===== config.mk =====
export PLATFORM = sky130hd
export DESIGN_NAME = node_pool_list_with_max_query
export DESIGN_NICKNAME = d
export VERILOG_FILES = /design/src/rtl/core/nplmq_pkg.sv /design/src/rtl/core/nplmq_ram.sv /design/src/rtl/core/nplmq_ctrl.sv /design/src/rtl/core/nplmq_dp.sv /design/src/rtl/core/node_pool_list_with_max_query.sv
export VERILOG_INCLUDE_DIRS = /design/src /design/src/rtl/core
export SDC_FILE = /design/constraint.sdc
export NUM_CORES = 1
export LEC_CHECK = 0
export ABC_AREA = 1
export ABC_CLOCK_PERIOD_IN_PS = 7650
export BUFFER_PORTS_ARGS = -buffer_cell sky130_fd_sc_hd__buf_2
export CAP_MARGIN = 20
export CORE_ASPECT_RATIO = 1.2
export CORE_MARGIN = 5
export CORE_UTILIZATION = 40
export CTS_CLUSTER_DIAMETER = 80
export CTS_CLUSTER_SIZE = 10
export DETAILED_ROUTE_END_ITERATION = 10
export SLEW_MARGIN = 30
export SYNTH_ARGS = -nofsm -noshare
export SYNTH_HDL_FRONTEND = slang
export SYNTH_SLANG_ARGS = --single-unit

===== constraint.sdc =====
create_clock -name clk -period 7.65 [get_ports clk]
set_input_delay 0.765 -clock clk [delete_from_list [all_inputs] [get_ports clk]]
set_output_delay 0.765 -clock clk [all_outputs]
set_load 0.05 [all_outputs]

===== src/rtl/core/node_pool_list_with_max_query_assert.svh =====
// ----------------------------------------------------------------------------
// node_pool_list_with_max_query_assert.svh
// Assertion macros used by the node pool list datapath (nplmq_dp).
// ----------------------------------------------------------------------------
`ifndef NODE_POOL_LIST_WITH_MAX_QUERY_ASSERT_SVH
`define NODE_POOL_LIST_WITH_MAX_QUERY_ASSERT_SVH

// Same-cycle implication, disabled while reset is asserted.
`define NPLMQ_ASSERT_IMP(label, clk, rst_n, ante, cons) \
	label: assert property (@(posedge clk) disable iff (!rst_n) (ante) |-> (cons)) \
		else $error("nplmq: same-cycle check failed");

// Next-cycle implication, disabled while reset is asserted.
`define NPLMQ_ASSERT_NXT(label, clk, rst_n, ante, cons) \
	label: assert property (@(posedge clk) disable iff (!rst_n) (ante) |=> (cons)) \
		else $error("nplmq: next-cycle check failed");

`endif


===== src/rtl/core/nplmq_pkg.sv =====
// ----------------------------------------------------------------------------
// nplmq_pkg
// Types, codes and constants shared by the node pool list block.
// ----------------------------------------------------------------------------
package nplmq_pkg;

	localparam int DEF_POOL_NODES = 16;

	localparam int CODE_W = 16;
	localparam int SAL_W  = 24;
	localparam int MAX_W  = SAL_W + 1;
	localparam int STAT_W = 2;

	localparam logic ACT_INSERT = 1'b0;
	localparam logic ACT_FIND   = 1'b1;

	localparam logic [STAT_W-1:0] STAT_INS_DONE = 2'd0;
	localparam logic [STAT_W-1:0] STAT_INS_FULL = 2'd1;
	localparam logic [STAT_W-1:0] STAT_FIND     = 2'd2;

	typedef enum logic [2:0] {
		ST_IDLE,
		ST_INS_WR,
		ST_RESULT,
		ST_WALK,
		ST_EMIT
	} nplmq_state_t;

	// Commands from the controller to the datapath.
	typedef struct packed {
		logic accept;
		logic ins_commit;
		logic res_load;
		logic walk;
		logic emit;
	} nplmq_cmd_t;

	// Status from the datapath to the controller.
	typedef struct packed {
		logic in_find;
		logic free_nil;
		logic head_nil;
		logic walk_done;
		logic emit_done;
		logic out_free;
	} nplmq_st_t;

endpackage


===== src/rtl/core/nplmq_ram.sv =====
// ----------------------------------------------------------------------------
// nplmq_ram
// Generic simple dual-port RAM: one write port, one registered read port.
// ----------------------------------------------------------------------------
module nplmq_ram #(
	parameter int WIDTH = 8,
	parameter int DEPTH = 16
) (
	input  logic                     clk,
	input  logic                     we,
	input  logic [$clog2(DEPTH)-1:0] waddr,
	input  logic [WIDTH-1:0]         wdata,
	input  logic                     re,
	input  logic [$clog2(DEPTH)-1:0] raddr,
	output logic [WIDTH-1:0]         rdata
);

	logic [WIDTH-1:0] mem [DEPTH];
	logic [WIDTH-1:0] rdata_q;

	always_ff @(posedge clk) begin
		if (we) begin
			mem[waddr] <= wdata;
		end
		if (re) begin
			rdata_q <= mem[raddr];
		end
	end

	assign rdata = rdata_q;

endmodule


===== src/rtl/core/nplmq_ctrl.sv =====
// ----------------------------------------------------------------------------
// nplmq_ctrl
// Sequencer for insert, list walk and tie-code emission.
// ----------------------------------------------------------------------------
module nplmq_ctrl (
	input  logic                   clk,
	input  logic                   arst_n,
	input  logic                   in_valid,
	output logic                   in_ready,
	input  nplmq_pkg::nplmq_st_t   st,
	output nplmq_pkg::nplmq_cmd_t  cmd
);

	import nplmq_pkg::*;

	nplmq_state_t state_q;
	nplmq_state_t state_d;

	always_ff @(posedge clk or negedge arst_n) begin
		if (!arst_n) begin
			state_q <= ST_IDLE;
		end else begin
			state_q <= state_d;
		end
	end

	always_comb begin
		state_d = state_q;
		case (state_q)
			ST_IDLE: begin
				if (in_valid) begin
					if (st.in_find) begin
						state_d = st.head_nil ? ST_RESULT : ST_WALK;
					end else begin
						state_d = st.free_nil ? ST_RESULT : ST_INS_WR;
					end
				end
			end
			ST_INS_WR: begin
				state_d = ST_RESULT;
			end
			ST_RESULT: begin
				if (st.out_free) begin
					state_d = ST_IDLE;
				end
			end
			ST_WALK: begin
				if (st.walk_done) begin
					state_d = ST_EMIT;
				end
			end
			ST_EMIT: begin
				if (st.emit_done) begin
					state_d = ST_IDLE;
				end
			end
			default: begin
				state_d = ST_IDLE;
			end
		endcase
	end

	always_comb begin
		cmd      = '0;
		in_ready = 1'b0;
		case (state_q)
			ST_IDLE: begin
				in_ready   = 1'b1;
				cmd.accept = in_valid;
			end
			ST_INS_WR: begin
				cmd.ins_commit = 1'b1;
			end
			ST_RESULT: begin
				cmd.res_load = st.out_free;
			end
			ST_WALK: begin
				cmd.walk = 1'b1;
			end
			ST_EMIT: begin
				cmd.emit = 1'b1;
			end
			default: begin
				cmd = '0;
			end
		endcase
	end

endmodule


===== src/rtl/core/nplmq_dp.sv =====
// ----------------------------------------------------------------------------
// nplmq_dp
// Node store, list and free heads, maximum tracker, tie stack and the
// result register.
// ----------------------------------------------------------------------------
`include "node_pool_list_with_max_query_assert.svh"

module nplmq_dp #(
	parameter int POOL_NODES = nplmq_pkg::DEF_POOL_NODES
) (
	input  logic                               clk,
	input  logic                               arst_n,
	input  nplmq_pkg::nplmq_cmd_t              cmd,
	output nplmq_pkg::nplmq_st_t               st,
	input  logic                               in_find,
	input  logic [nplmq_pkg::CODE_W-1:0]       in_code,
	input  logic [nplmq_pkg::SAL_W-1:0]        in_salary,
	output logic                               out_valid,
	input  logic                               out_ready,
	output logic [nplmq_pkg::STAT_W-1:0]       out_status,
	output logic signed [nplmq_pkg::MAX_W-1:0] out_max,
	output logic [nplmq_pkg::CODE_W-1:0]       out_code,
	output logic                               out_code_valid,
	output logic                               out_list_empty,
	output logic                               out_pool_full,
	output logic                               out_last
);

	import nplmq_pkg::*;

	localparam int NW  = $clog2(POOL_NODES);
	localparam int LW  = $clog2(POOL_NODES + 1);
	localparam int NRW = LW + CODE_W + SAL_W;
	localparam logic [LW-1:0] NIL = LW'(POOL_NODES);

	// Heads and reset state of the link field.
	logic [LW-1:0]         list_head_q;
	logic [LW-1:0]         free_head_q;
	logic [POOL_NODES-1:0] link_vld_q;

	// Latched input item.
	logic              act_q;
	logic              ins_full_q;
	logic [CODE_W-1:0] code_q;
	logic [SAL_W-1:0]  sal_q;

	// Node read pipeline.
	logic [NW-1:0] rd_node_s1;
	logic          rd_vld_s1;

	// Walk and tie tracking.
	logic [LW-1:0]    steps_q;
	logic             have_q;
	logic [SAL_W-1:0] max_q;
	logic [LW-1:0]    tcnt_q;
	logic             pend_q;
	logic             pend_last_q;

	// Result register.
	logic                     out_valid_q;
	logic [STAT_W-1:0]        out_status_q;
	logic signed [MAX_W-1:0]  out_max_q;
	logic [CODE_W-1:0]        out_code_q;
	logic                     out_code_valid_q;
	logic                     out_list_empty_q;
	logic                     out_pool_full_q;
	logic                     out_last_q;

	logic              node_re;
	logic [NW-1:0]     node_raddr;
	logic [NRW-1:0]    node_wdata;
	logic [NRW-1:0]    node_rdata;
	logic [SAL_W-1:0]  ram_sal;
	logic [CODE_W-1:0] ram_code;
	logic [LW-1:0]     ram_link;
	logic [LW-1:0]     link_eff;
	logic              link_nil;
	logic [LW-1:0]     accept_tgt;
	logic              tgt_nil;
	logic              head_nil;
	logic              free_nil;
	logic              walk_done;
	logic              sal_gt;
	logic              sal_eq;
	logic              tie_we;
	logic [NW-1:0]     tie_waddr;
	logic              tie_re;
	logic [LW-1:0]     tcnt_dec;
	logic [CODE_W-1:0] tie_rdata;
	logic              out_free;
	logic              emit_load;

	assign head_nil = (list_head_q >= NIL);
	assign free_nil = (free_head_q >= NIL);
	assign out_free = !out_valid_q || out_ready;

	assign ram_sal  = node_rdata[SAL_W-1:0];
	assign ram_code = node_rdata[SAL_W +: CODE_W];
	assign ram_link = node_rdata[SAL_W + CODE_W +: LW];

	// A node never written still holds its reset link to the next node.
	assign link_eff = rd_vld_s1 ? ram_link : (LW'(rd_node_s1) + LW'(1));
	assign link_nil = (link_eff >= NIL);

	assign accept_tgt = in_find ? list_head_q : free_head_q;
	assign tgt_nil    = (accept_tgt >= NIL);

	assign walk_done = link_nil || ((steps_q + LW'(1)) == NIL);

	assign node_re    = (cmd.accept && !tgt_nil) || (cmd.walk && !walk_done);
	assign node_raddr = cmd.accept ? accept_tgt[NW-1:0] : link_eff[NW-1:0];
	assign node_wdata = {list_head_q, code_q, sal_q};

	assign sal_gt = !have_q || (ram_sal > max_q);
	assign sal_eq = have_q && (ram_sal == max_q) && (tcnt_q < NIL);

	assign tie_we    = cmd.walk && (sal_gt || sal_eq);
	assign tie_waddr = sal_gt ? '0 : tcnt_q[NW-1:0];

	assign emit_load = cmd.emit && pend_q && out_free;
	assign tie_re    = cmd.emit && (tcnt_q != '0) && (!pend_q || emit_load);
	assign tcnt_dec  = tcnt_q - LW'(1);

	nplmq_ram #(
		.WIDTH (NRW),
		.DEPTH (POOL_NODES)
	) u_node_ram (
		.clk   (clk),
		.we    (cmd.ins_commit),
		.waddr (free_head_q[NW-1:0]),
		.wdata (node_wdata),
		.re    (node_re),
		.raddr (node_raddr),
		.rdata (node_rdata)
	);

	nplmq_ram #(
		.WIDTH (CODE_W),
		.DEPTH (POOL_NODES)
	) u_tie_ram (
		.clk   (clk),
		.we    (tie_we),
		.waddr (tie_waddr),
		.wdata (ram_code),
		.re    (tie_re),
		.raddr (tcnt_dec[NW-1:0]),
		.rdata (tie_rdata)
	);

	always_ff @(posedge clk or negedge arst_n) begin
		if (!arst_n) begin
			list_head_q <= NIL;
			free_head_q <= '0;
			link_vld_q  <= '0;
		end else if (cmd.ins_commit) begin
			list_head_q                       <= free_head_q;
			free_head_q                       <= link_nil ? NIL : link_eff;
			link_vld_q[free_head_q[NW-1:0]]   <= 1'b1;
		end
	end

	always_ff @(posedge clk) begin
		if (cmd.accept) begin
			act_q      <= in_find;
			ins_full_q <= free_nil;
			code_q     <= in_code;
			sal_q      <= in_salary;
		end
		if (node_re) begin
			rd_node_s1 <= node_raddr;
			rd_vld_s1  <= link_vld_q[node_raddr];
		end
		if (cmd.walk && sal_gt) begin
			max_q <= ram_sal;
		end
	end

	always_ff @(posedge clk or negedge arst_n) begin
		if (!arst_n) begin
			steps_q     <= '0;
			have_q      <= 1'b0;
			tcnt_q      <= '0;
			pend_q      <= 1'b0;
			pend_last_q <= 1'b0;
		end else begin
			if (cmd.accept) begin
				steps_q <= '0;
				have_q  <= 1'b0;
				tcnt_q  <= '0;
			end else if (cmd.walk) begin
				steps_q <= steps_q + LW'(1);
				if (sal_gt) begin
					have_q <= 1'b1;
					tcnt_q <= LW'(1);
				end else if (sal_eq) begin
					tcnt_q <= tcnt_q + LW'(1);
				end
			end else if (tie_re) begin
				tcnt_q <= tcnt_dec;
			end

			if (tie_re) begin
				pend_q      <= 1'b1;
				pend_last_q <= (tcnt_dec == '0);
			end else if (emit_load) begin
				pend_q <= 1'b0;
			end
		end
	end

	always_ff @(posedge clk or negedge arst_n) begin
		if (!arst_n) begin
			out_valid_q <= 1'b0;
		end else if (cmd.res_load || emit_load) begin
			out_valid_q <= 1'b1;
		end else if (out_ready) begin
			out_valid_q <= 1'b0;
		end
	end

	always_ff @(posedge clk) begin
		if (cmd.res_load) begin
			if (act_q == ACT_FIND) begin
				out_status_q <= STAT_FIND;
				out_max_q    <= '1;
			end else begin
				out_status_q <= ins_full_q ? STAT_INS_FULL : STAT_INS_DONE;
				out_max_q    <= '0;
			end
			out_code_q       <= '0;
			out_code_valid_q <= 1'b0;
			out_list_empty_q <= head_nil;
			out_pool_full_q  <= free_nil;
			out_last_q       <= 1'b1;
		end else if (emit_load) begin
			out_status_q     <= STAT_FIND;
			out_max_q        <= $signed({1'b0, max_q});
			out_code_q       <= tie_rdata;
			out_code_valid_q <= 1'b1;
			out_list_empty_q <= head_nil;
			out_pool_full_q  <= free_nil;
			out_last_q       <= pend_last_q;
		end
	end

	always_comb begin
		st           = '0;
		st.in_find   = in_find;
		st.free_nil  = free_nil;
		st.head_nil  = head_nil;
		st.walk_done = walk_done;
		st.emit_done = emit_load && pend_last_q;
		st.out_free  = out_free;
	end

	assign out_valid      = out_valid_q;
	assign out_status     = out_status_q;
	assign out_max        = out_max_q;
	assign out_code       = out_code_q;
	assign out_code_valid = out_code_valid_q;
	assign out_list_empty = out_list_empty_q;
	assign out_pool_full  = out_pool_full_q;
	assign out_last       = out_last_q;

	`NPLMQ_ASSERT_IMP(a_load_into_free_reg, clk, arst_n, cmd.res_load || emit_load, !out_valid_q || out_ready)
	`NPLMQ_ASSERT_IMP(a_commit_has_free_node, clk, arst_n, cmd.ins_commit, free_head_q < NIL)
	`NPLMQ_ASSERT_NXT(a_commit_fills_list, clk, arst_n, cmd.ins_commit, list_head_q < NIL)
	`NPLMQ_ASSERT_IMP(a_heads_disjoint, clk, arst_n, list_head_q < NIL, list_head_q != free_head_q)
	`NPLMQ_ASSERT_IMP(a_walk_tracks_max, clk, arst_n, cmd.walk && (steps_q != '0), have_q)

endmodule


===== src/rtl/core/node_pool_list_with_max_query.sv =====
// ----------------------------------------------------------------------------
// node_pool_list_with_max_query
// Node pool holding one linked list, with insert at the front and a
// maximum-salary query that returns every tying code.
// ----------------------------------------------------------------------------
// The block takes one transaction at a time and holds s_axis_tready low
// until that transaction's results are all in the output register. An insert
// steps through acceptance with the read of the free-list link, the node
// write, and the load of its single result. A find on an empty list goes
// from acceptance straight to the load of its result. A find on a list of N
// nodes walks the list, then emits one result per tying code, each after a
// read of the tie stack; the walk is paced by the node memory's single read
// port and the emission by the read port of the tie stack. Results are held
// in an output register, so the next transaction can be accepted while the
// last result waits on m_axis_tready. Reset needs no clearing pass: the
// initial free list comes from one valid bit per node.
module node_pool_list_with_max_query #(
	parameter int POOL_NODES = nplmq_pkg::DEF_POOL_NODES
) (
	input  logic        clk,
	input  logic        arst_n,
	input  logic        s_axis_tvalid,
	output logic        s_axis_tready,
	input  logic [39:0] s_axis_tdata,   // new_code[15:0], new_salary[39:16]
	input  logic [0:0]  s_axis_tuser,   // action[0]
	output logic        m_axis_tvalid,
	input  logic        m_axis_tready,
	output logic [47:0] m_axis_tdata,   // max_salary[24:0], tie_code[40:25],
	                                    // list_empty[41], pool_full[42], zero
	output logic [2:0]  m_axis_tuser,   // status[1:0], code_valid[2]
	output logic        m_axis_tlast
);

	import nplmq_pkg::*;

	nplmq_cmd_t cmd;
	nplmq_st_t  st;

	logic [STAT_W-1:0]       out_status;
	logic signed [MAX_W-1:0] out_max;
	logic [CODE_W-1:0]       out_code;
	logic                    out_code_valid;
	logic                    out_list_empty;
	logic                    out_pool_full;

	nplmq_ctrl u_ctrl (
		.clk      (clk),
		.arst_n   (arst_n),
		.in_valid (s_axis_tvalid),
		.in_ready (s_axis_tready),
		.st       (st),
		.cmd      (cmd)
	);

	nplmq_dp #(
		.POOL_NODES (POOL_NODES)
	) u_dp (
		.clk            (clk),
		.arst_n         (arst_n),
		.cmd            (cmd),
		.st             (st),
		.in_find        (s_axis_tuser[0]),
		.in_code        (s_axis_tdata[15:0]),
		.in_salary      (s_axis_tdata[39:16]),
		.out_valid      (m_axis_tvalid),
		.out_ready      (m_axis_tready),
		.out_status     (out_status),
		.out_max        (out_max),
		.out_code       (out_code),
		.out_code_valid (out_code_valid),
		.out_list_empty (out_list_empty),
		.out_pool_full  (out_pool_full),
		.out_last       (m_axis_tlast)
	);

	assign m_axis_tdata = {5'b0, out_pool_full, out_list_empty, out_code, out_max};
	assign m_axis_tuser = {out_code_valid, out_status};

endmodule


# --- Word-level counts from Yosys, hierarchy flattened ---
# Memories as Yosys holds them, arrays and structs flattened. A register that Yosys moved wholly into a read port is not among the register bits.
# Cells that the tools add are included.
classes:
  reduce_logical: 36
  mul: 0
  n_addsub: 4
  n_shift: 0
  n_div: 0
  n_mux: 52
  n_eq_ne: 11
  n_bitwise: 1
  order_cmp: 9
op_table:
  columns: ["cell", "count"]
  rows:
  - ["25-bit two-way mux", 3]
  - ["5-bit two-way mux", 10]
  - ["1-bit two-way mux", 25]
  - ["24-bit equality test", 1]
  - ["24-bit greater-than comparator", 1]
  - ["5-bit greater-or-equal comparator (second input constant)", 4]
  - ["16-bit bitwise OR", 1]
  - ["3-bit two-way mux", 5]
  - ["3-bit one-hot mux with 5 select lines", 1]
  - ["1-bit logical AND", 12]
  - ["5-bit by 1-bit adder with 5-bit output (second input constant)", 2]
  - ["4-bit by 5-bit less-than comparator with 1-bit output (second input constant)", 2]
  - ["2-bit nonzero test", 5]
  - ["2-bit two-way mux", 4]
  - ["4-bit two-way mux", 2]
  - ["1-bit logical OR", 7]
  - ["3-bit by 2-bit equality test with 1-bit output (second input constant)", 2]
  - ["4-bit by 1-bit adder with 5-bit output (second input constant)", 1]
  - ["5-bit equality test (second input constant)", 1]
  - ["1-bit zero test", 5]
  - ["5-bit zero test", 1]
  - ["5-bit less-than comparator (second input constant)", 1]
  - ["5-bit nonzero test", 1]
  - ["5-bit by 1-bit subtractor with 5-bit output (second input constant)", 1]
  - ["other kinds (12)", 15]
totals:
  ram_bits: 976
  rom_bits: 0
  inputBits: 45
  latchBits: 0
  memories: 2
  register_bits: 161
memory_table:
  columns: ["name", "depth", "width", "rd", "rd_ports_with_merged_regs", "wr", "line_no", "rtl"]
  rows:
  - ["u_dp.u_node_ram.mem", 16, 45, 1, 1, 1, "nplmq_ram.sv:18", "logic [WIDTH-1:0] mem [DEPTH];"]
  - ["u_dp.u_tie_ram.mem", 16, 16, 1, 1, 1, "nplmq_ram.sv:18", null]

# --- Longest topological paths before layout ---
# Gate-level depths: netlist of run 1.
logic_depth:
  word_depth: 9
  ltp_mapped: 18
  depth_no_buf: 18

# --- By module ---
# From an unflattened synthesis of run 1, not the netlist that was laid out.
unflattened:
  cells_unflattened: 4691
  area_unflattened_um2: 50707.4
by_module_without_submodules:
  columns: ["module", "area_per_inst_um2", "instances", "cells_per_inst"]
  rows:
  - ["nplmq_ram at u_dp.u_node_ram", 32207.1, 1, 2969]
  - ["nplmq_ram at u_dp.u_tie_ram", 11541.1, 1, 1074]
  - ["nplmq_dp", 6651.4, 1, 600]
  - ["nplmq_ctrl", 244.0, 1, 39]
  - ["node_pool_list_with_max_query", 63.8, 1, 9]

# --- Least setup slack after synthesis of run 1 ---
# OpenSTA, ideal clock, no wires.
synth_timing:
  path_kind: "reg-to-reg"
  startpoint: "register u_dp.u_node_ram.rdata_q[15], in the netlist u_dp.u_node_ram.rdata[15], read port of u_dp.u_node_ram.mem"
  endpoint: "memory u_dp.u_tie_ram.mem[10][0] (netlist name) (enable)"
  arrival_ns: 3.082
  slack_ns: 4.137
  path_stages_with_launch: 10
  synth_period_minus_slack_ns: 3.513
  path_cell_list: "edfxtp_1 -> ha_1 -> nand2_1 -> nor2_1 -> nand4_1 -> nor2_1 -> nand2_1 -> nor3_1 -> nand4_1 -> nor4_1"
synth_via:
  elab_chain_len: 7
  word_cells_on_any_way: 10
  classes_between: "order compare: 1; eq/ne: 1; mux: 3; reduce/logical: 5"
synth_lines:
  columns: ["element", "line_no", "rtl"]
  rows:
  - ["from (decl)", "nplmq_ram.sv:19", "logic [WIDTH-1:0] rdata_q;"]
  - ["parallel branches: the longest is 7 deep, another holds 24-bit greater-than comparator", null, null]
  - ["to (decl)", "nplmq_ram.sv:18", null]
# Parallel ways; which one is timed is not known.

# --- Worst setup path in the final report of run 1 ---
layout_timing:
  startpoint: "register u_dp.u_node_ram.rdata_q[23], in the netlist u_dp.u_node_ram.rdata[23], read port of u_dp.u_node_ram.mem"
  endpoint: "memory u_dp.u_tie_ram.mem[1][7] (netlist name) (enable)"
# Same word-level chain as after synthesis.

==> summary.md, run 1 <==
| Metric | Value |
|---|---|
| Clock power share | `0.236` |
| Final RePlAce weighted congestion | `0.765` |
| Pre-CTS WS | `just under 3 ns` |
| Avg Cell Area, Syn | `13.4 µm²` |
| Clock Path Buffers | `3` |
| Area of the multi-input gates | `about 10000 µm²` |
| I/O pins | `99` |
| Fillers | `just over 10000` |
| DRC | `0` |
| Synth Flop Type | `edfxtp_1` |
| Full die area | `roughly 120000 µm²` |
| Yosys reg bits | `1198` |
| CP Max Fanout | `25` |
| Die Span Y | `386 µm` |
| Cell count after placement | `4973` |
| Largest net degree at the start of global routing | `194` |
| Max Cap Violations | `0` |
| Die Width | `323 µm` |
| Clock root cell | `clkbuf_16` |
| Post-detail-place hpwl | `58.2 mm` |
| Power per Cell Area | `460 nW/µm²` |
| Final instance area | `53200 µm²` |
| Worst skew pair latency | `about 0.73 ns` |
| Initial DRT Pass Iterations | `5` |
| Worst setup path startpoint | `u_dp.u_node_ram.rdata[23]` |
| Post-DR vias/cell | `about 5.4` |
| Final Hold Viols | `0` |
| Ys Warns | `0` |
| Relative slew slack | `0.314` |
| Worst min path class | `in -> async` |
| Comb pwr share | `0.377` |
| Syn-to-layout area delta | `12.8%` |
| Cell Count, Final, Fillers Out | `5168` |
| Fmax | `roughly 0.24 GHz` |
| WL final | `117 mm` |
| Run status | `finished clean` |
| Initial Util | `0.401` |
| Worst setup margin | `3.46 ns` |
| Clock Skew | `0.0271 ns` |
| Routed WL per cell | `between 20 and 25 µm` |
| Final #Nets | `around 3700` |
| Slew Viols, Final | `0` |
| Internal power | `14.5 mW` |
| H-tree levels | `4` |
| Final setup fails | `0` |
| CTS buffer count | `138` |
| EDFF count, synth | `approximately 1100` |
| Hold_buf cts | `0` |
| Reg area | `35600 µm²` |
| PortBufs | `93` |
| Gate Count Post-Synth | `around 3500` |
| Share of the synthesized area in the top cell type | `0.725` |
| Post-CTS setup buffers | `0` |
| PostCTS Resize Cnt | `0` |
| Grt ovf | `0` |
| RSZ-0062 raised after global routing | `no` |
| Area leader, netlist | `edfxtp_1` |
| Share of cells above drive strength 1 | `0.102` |
| Switch share | `0.407` |
| DRT iter0 DRCs | `2782` |
| Final core occ | `0.453` |
| Worst setup EP type | `register` |
| Vias | `28100` |
| Seq/Total Area, Yosys | `0.755` |
| Count of cell types in the netlist | `42` |
| Worst path arrival time | `~4.6 ns` |
| Number of global-route vias before repair | `27400` |
| Actual slew at the worst max-slew pin | `a little over 1 ns` |
| Lkg Pwr | `roughly 18 nW` |
| Clk slew on worst S/H paths | `0.06 ns` |
| Share of flip-flops with an asynchronous set or reset | `0.0359` |
| Psw | `9.94 mW` |
| Setup TNS Final | `0 ns` |
| Startpoint Class | `register` |
| Min Tclk post-route | `about 4.2 ns` |
| All-Layer GR Usage | `0.185` |
| Req. time, crit path | `8.04 ns` |
| Seq pwr share | `0.387` |
| Rows | `138` |
| Period Utilization, post-route | `0.548` |
| DRT antenna net count | `0` |
| Synth area leaders | `edfxtp_1, o21ai_0, nor2_1, o211ai_1, dfrtp_1` |
| CTS tree | `yes` |
| Clk sinks | `~1200` |
| Maximum vdd drop | `432 µV` |
| R2r startpoint | `u_dp.u_node_ram.rdata[23]` |
| First-pass GRT wire length | `about 170 mm` |
| Initial antenna violation count | `7` |
| WS Path Type | `reg -> reg` |
| CORE AREA | `117000 µm²` |
| Placed cell areas | `49300 µm²` |
| Mapped Area | `47100 µm²` |
cell usage in the layout (no fill, tap or decap), types with 3 or more instances in the layout:
| master | count |
|---|---|
| edfxtp_1 | 1137 |
| o21ai_0 | 591 |
| nor2_1 | 416 |
| inv_1 | 259 |
| o211ai_1 | 198 |
| nand2_1 | 142 |
| clkbuf_16 | 139 |
| nand3_1 | 131 |
| buf_2 | 93 |
| o21ai_1 | 85 |
| buf_4 | 51 |
| o32ai_1 | 47 |
| a21oi_1 | 43 |
| dfrtp_1 | 41 |
| clkbuf_1 | 38 |
| ha_1 | 29 |
| dfxtp_1 | 18 |
| nor2_4 | 17 |
| mux2i_1 | 17 |
| o221ai_1 | 17 |
| nor2_2 | 13 |
| o21bai_1 | 12 |
| or2_2 | 8 |
| nand4_1 | 7 |
| clkinv_8 | 7 |
| conb_1 | 5 |
| inv_6 | 5 |
| buf_12 | 5 |
| inv_2 | 4 |
| xor2_1 | 4 |
| nor3_1 | 4 |
| o21ai_4 | 3 |
| clkinv_1 | 3 |
| a21o_1 | 3 |
| nor4_2 | 3 |
| a31oi_1 | 3 |
| o31ai_1 | 3 |
| o22ai_1 | 3 |
worst max-delay path, stage by stage (launching register included):
cell	delay [ns]
edfxtp_1	0.62
ha_1	0.42
nand2_1	0.07
nor2_1	0.13
nand2_1	0.11
nor2_1	0.15
nand2_1	0.07
nand3_1	0.06
nand2_1	0.12
nand2_1	0.27
nand2_1	0.21
inv_2	0.50
a21oi_1	0.23
nor2_2	0.51
buf_4	0.36
power groups by stage:
stage          combinational (mW)  sequential [mW]  clock [mW]
2_1_floorplan                6.23             9.59           0
3_5_place_dp                 9.26             9.57           0
3_3_place_gp                 9.16             9.54           0
6_report                     9.22             9.46        5.77
5_1_grt                      10.2             9.55        6.14
4_1_cts                      9.30             9.44        5.88
final cells by class:
| type | instances | share of cell area |
|---|---|---|
| Clock inverter | 15 | 0.00400 |
| Clock buffer | 177 | 0.0681 |
| Antenna cell | 1 | 0.0000471 |
| Tap cell | 1540 | 0.0362 |
| Timing Repair Buffer | 153 | 0.0193 |
| Multi-Input combinational cell | 1815 | 0.184 |
| Inverter | 269 | 0.0191 |
| Sequential cell | 1198 | 0.669 |
worst paths after layout:
| path | endpoint | slack, ns | depth (start not counted) |
|---|---|---|---|
| setup / recovery | u_dp.u_tie_ram.mem[1][7] | 3.46 | 14 |
| min in group clk | u_dp.sal_q[14] | 0.22 | 1 |
| hold reg to reg | u_dp.link_vld_q[1] | 0.45 | 2 |
| setup reg to reg | u_dp.u_tie_ram.mem[1][7] | 3.46 | 14 |
| hold / removal | u_dp.pend_q | 0.13 | 2 |
| max in group asynchronous | u_dp.tcnt_q[0] | 7.05 | 2 |
cells by family after synthesis:
kind of cell / Yosys count / synth area share
compound gates: 1008 / 0.124
fa+ha+maj: 30 / 0.00797
flops: 1198 / 0.755
other cells: 1 / 0.0000796
xor+xnor: 6 / 0.00112
simple gates: 749 / 0.0650
mux: 17 / 0.00361
buf+inv: 494 / 0.0430
synthesized netlist by cell type (all sizes together), types with 17 or more instances:
cell / n
edfxtp: 1137
o21ai: 679
nor2: 447
inv: 266
o211ai: 198
nand2: 146
nand3: 131
clkbuf: 117
buf: 108
o32ai: 47
a21oi: 43
dfrtp: 42
ha: 30
dfxtp: 18
mux2i: 17
o221ai: 17
sequential cells by signal (all words and copies together) (netlist names), 2 cells and up:
name	count
u_dp.sal_q	24
u_dp.u_node_ram.mem	720
u_dp.max_q	24
u_dp.code_q	16
u_dp.tcnt_q	5
u_dp.link_vld_q	16
u_dp.out_max	25
u_dp.out_code	16
u_dp.steps_q	5
u_dp.u_tie_ram.mem	256
u_dp.list_head_q	5
u_dp.u_tie_ram.rdata	16
u_dp.free_head_q	5
u_dp.u_node_ram.rdata	45
u_dp.out_status	2
u_dp.rd_node_s1	4
u_ctrl.state_q	3
through the flow:
step | hold WS (ns) | total power [mW]
3_5_place_dp | 0.438 | 18.8
5_1_grt | 0.158 | 25.9
6_report | 0.132 | 24.5
2_1_floorplan | 0.426 | 15.8
3_3_place_gp | 0.435 | 18.7
4_1_cts | 0.117 | 24.6
metal layers:
metal  routed length (µm)  part of all wire  vias up  global-route usage
li1                     -                 -    13000                   -
met1                48400              0.41    14000               0.241
met2                58000              0.50      938               0.315
met3                 7460             0.064      232              0.0312
met4                 3140             0.027        4              0.0605
met5                   27           0.00023        -                   0
(Power assumes the default switching activity.)
==> run 2, diff against run 1 <==
Settings changed: ABC_AREA 1 to 0, ABC_CLOCK_PERIOD_IN_PS 7650 to 3900.
Clock period 7.65 ns to 3.9 ns, I/O delays scaled along.
==> summary.md, run 2 <==
| Metric | Value |
|---|---|
| Run status | `finished clean` |
| PortBufs | `93` |
| Largest net degree at the start of global routing | `75` |
| Share of cells above drive strength 1 | `0.274` |
| R2r startpoint | `u_dp.u_node_ram.rdata[11]` |
| Period Utilization, post-route | `0.883` |
| Max Cap Violations | `0` |
| Die Span Y | `381 µm` |
| Final Hold Viols | `0` |
| CORE AREA | `114000 µm²` |
| Worst skew pair latency | `0.74 ns` |
| Max FFs per register | `720` |
| Clk sinks | `1198` |
| Hold_buf cts | `42` |
| Mapped Area | `between 40000 and 50000 µm²` |
| Hold path cells | `3` |
| First-pass GRT wire length | `149 mm` |
| Placed cell areas | `48900 µm²` |
| Post-DR vias/cell | `5.37` |
| WL final | `about 100 mm` |
| Final setup fails | `0` |
| Maximum vdd drop | `620 µV` |
| CTS tree | `yes` |
| Lkg Pwr | `17.6 nW` |
| Grt ovf | `0` |
| Power per Cell Area | `836 nW/µm²` |
| Reg2reg end | `u_dp.max_q[5]` |
| Min Tclk post-route | `3.44 ns` |
| DRC | `0` |
| H-tree levels | `4` |
| Clock Path Buffers | `3` |
| Initial DRT Pass Iterations | `5` |
| Slew Viols, Final | `0` |
| I/O pins | `99` |
| Ys Warns | `0` |
| All-Layer GR Usage | `0.165` |
| Reg2reg path depth | `7` |
| Startpoint Class | `register` |
| Final #Nets | `approximately 2500` |
| Largest Register | `u_dp.u_node_ram.mem` |
| Worst setup EP type | `register` |
| Routed WL per cell | `25.5 µm` |
| RSZ-0062 raised after global routing | `no` |
| Final instance area | `53200 µm²` |
| DRT antenna net count | `0` |
| CP Max Fanout | `24` |
| Post-synth top cells | `edfxtp_1, mux4_2, mux2i_1` |
| Actual slew at the worst max-slew pin | `0.956 ns` |
| Cell Count, Final, Fillers Out | `3942` |
| Vias | `21200` |
| CTS buffer count | `around 140` |
| Count of cell types in the netlist | `66` |
| Clock Skew | `0.0231 ns` |
| Antenna cells | `0` |
| Avg Cell Area, Syn | `roughly 22 µm²` |
| Most numerous cell in the Yosys netlist | `edfxtp_1` |
| Full die area | `~120000 µm²` |
| Worst path arrival time | `between 3 and 4 ns` |
| Synth area leaders | `edfxtp_1, mux4_2, mux2i_1, dfrtp_1, ha_1` |
| DRT iter0 DRCs | `just under 2000` |
| Area leader, netlist | `edfxtp_1` |
| Hold Crit Endpoint | `u_dp.out_valid` |
| CP max stage delay | `around 0.8 ns` |
| PostCTS Resize Cnt | `0` |
| Worst hold start | `m_axis_tready` |
| Cell count after placement | `3712` |
| Worst min path class | `in -> reg` |
| Setup TNS Final | `0 ns` |
| Syn-to-layout area delta | `15.6%` |
| Hold Worst Slack | `0.0895 ns` |
| WS Path Type | `reg -> reg` |
| Share of flip-flops with an asynchronous set or reset | `0.0359` |
| Initial Util | `0.402` |
| Fmax | `a little under 0.3 GHz` |
| CP max-delay cell | `clkinv_1` |
| Die Width | `approximately 320 µm` |
| Gate Count Post-Synth | `2106` |
| Clock root cell | `clkbuf_16` |
| Cells along the critical path | `ha_1 -> nand4_1 -> nor4_2 -> and2b_1 -> a31oi_1 -> o31ai_2 -> clkinv_1` |
| Commonest cells after routing, fill and taps aside | `edfxtp_1, mux4_2, mux2i_1` |
| Yosys reg bits | `approximately 1200` |
| Commonest non-fill, non-tap cell in the layout | `edfxtp_1` |
| Worst reg2reg setup slack | `0.46 ns` |
| Clk slew on worst S/H paths | `roughly 0.060 ns` |
| Relative slew slack | `0.359` |
| Post-CTS setup buffers | `0` |
| Pwr Total | `44.4 mW` |
| Number of global-route vias before repair | `22700` |
| Synth Flop Type | `edfxtp_1` |
| Req. time, crit path | `4.09 ns` |
| Post-detail-place hpwl | `between 50 and 60 mm` |
| Final RePlAce weighted congestion | `0.764` |
| Seq/Total Area, Yosys | `0.774` |
| Share of the synthesized area in the top cell type | `0.743` |
| Rows | `about 140` |
| EDFF count, synth | `1137` |
| Initial antenna violation count | `3` |
run 2: power breakdown:
| group | total (mW) | internal [mW] | leakage, nW | switching (mW) |
|---|---|---|---|---|
| clock | 11.2 | 6.47 | 1.85 | 4.78 |
| sequential | 18.3 | 16.8 | 11.0 | 1.47 |
| combinational | 14.9 | 6.95 | 4.81 | 7.99 |
| total | 44.4 | 30.2 | 17.6 | 14.2 |
run 2: critical path, delay by kind of cell, from the launching register on:
kind | cells | cell delay, ns
AO/OA/AOI/OAI | 2 | 0.39
adder cells (fa/ha/maj) | 1 | 0.38
buffers and inverters | 1 | 0.80
flip-flops | 1 | 0.52
AND/OR/NAND/NOR | 3 | 0.79
run 2: kinds of logic after synthesis:
| group | synth area share |
|---|---|
| DFF | 0.774 |
| muxes | 0.161 |
| and+or+nand+nor | 0.0219 |
| buffers and inverters | 0.0180 |
| AOI/OAI and AO/OA | 0.0154 |
| adders and majority gates | 0.00816 |
| xor gates and xnor gates | 0.00114 |
| other | 0.0000816 |
run 2: metal layers:
metal | routed length (µm) | part of all wire | GRT usage
met1 | 41600 | 0.41 | 0.214
met2 | 52000 | 0.52 | 0.286
met3 | 5110 | 0.051 | 0.0346
met4 | 1910 | 0.019 | 0.0414
met5 | 0 | 0 | 0
run 2: area by class of cell:
cell class / count / area [µm²]
tap: 1518 / 1900
clock buffer: 172 / 3600
fill: 9448 / 61200
clock inverter: 16 / 199
inverter: 38 / 153
sequential: 1198 / 35600
multi-input combinational: 769 / 9800
timing repair buffer: 231 / 1920
run 2: per-stage QoR:
| stage | util | setup WS [ns] |
|---|---|---|
| final | 0.465 | 0.457 |
| after CTS | 0.465 | 0.656 |
| after floorplan | - | 0.0586 |
| after detailed placement | 0.428 | 0.679 |
| after global routing | 0.465 | 0.232 |
| after global placement | 0.428 | 0.457 |
run 2: worst max-delay path by stage:
stage	slack [ns]	startpoint	endpoint
global placement	0.46	u_dp.u_node_ram.rdata[19]	u_dp.u_tie_ram.mem[0][9]
detailed placement	0.68	u_dp.u_node_ram.rdata[19]	u_dp.u_tie_ram.mem[1][8]
finish	0.46	u_dp.u_node_ram.rdata[11]	u_dp.max_q[5]
CTS	0.66	u_dp.u_node_ram.rdata[19]	u_dp.u_tie_ram.mem[1][8]
global route	0.23	u_dp.u_node_ram.rdata[15]	u_dp.max_q[5]
floorplan	0.06	u_ctrl.state_q[1]	u_dp.u_node_ram.mem[1][0]
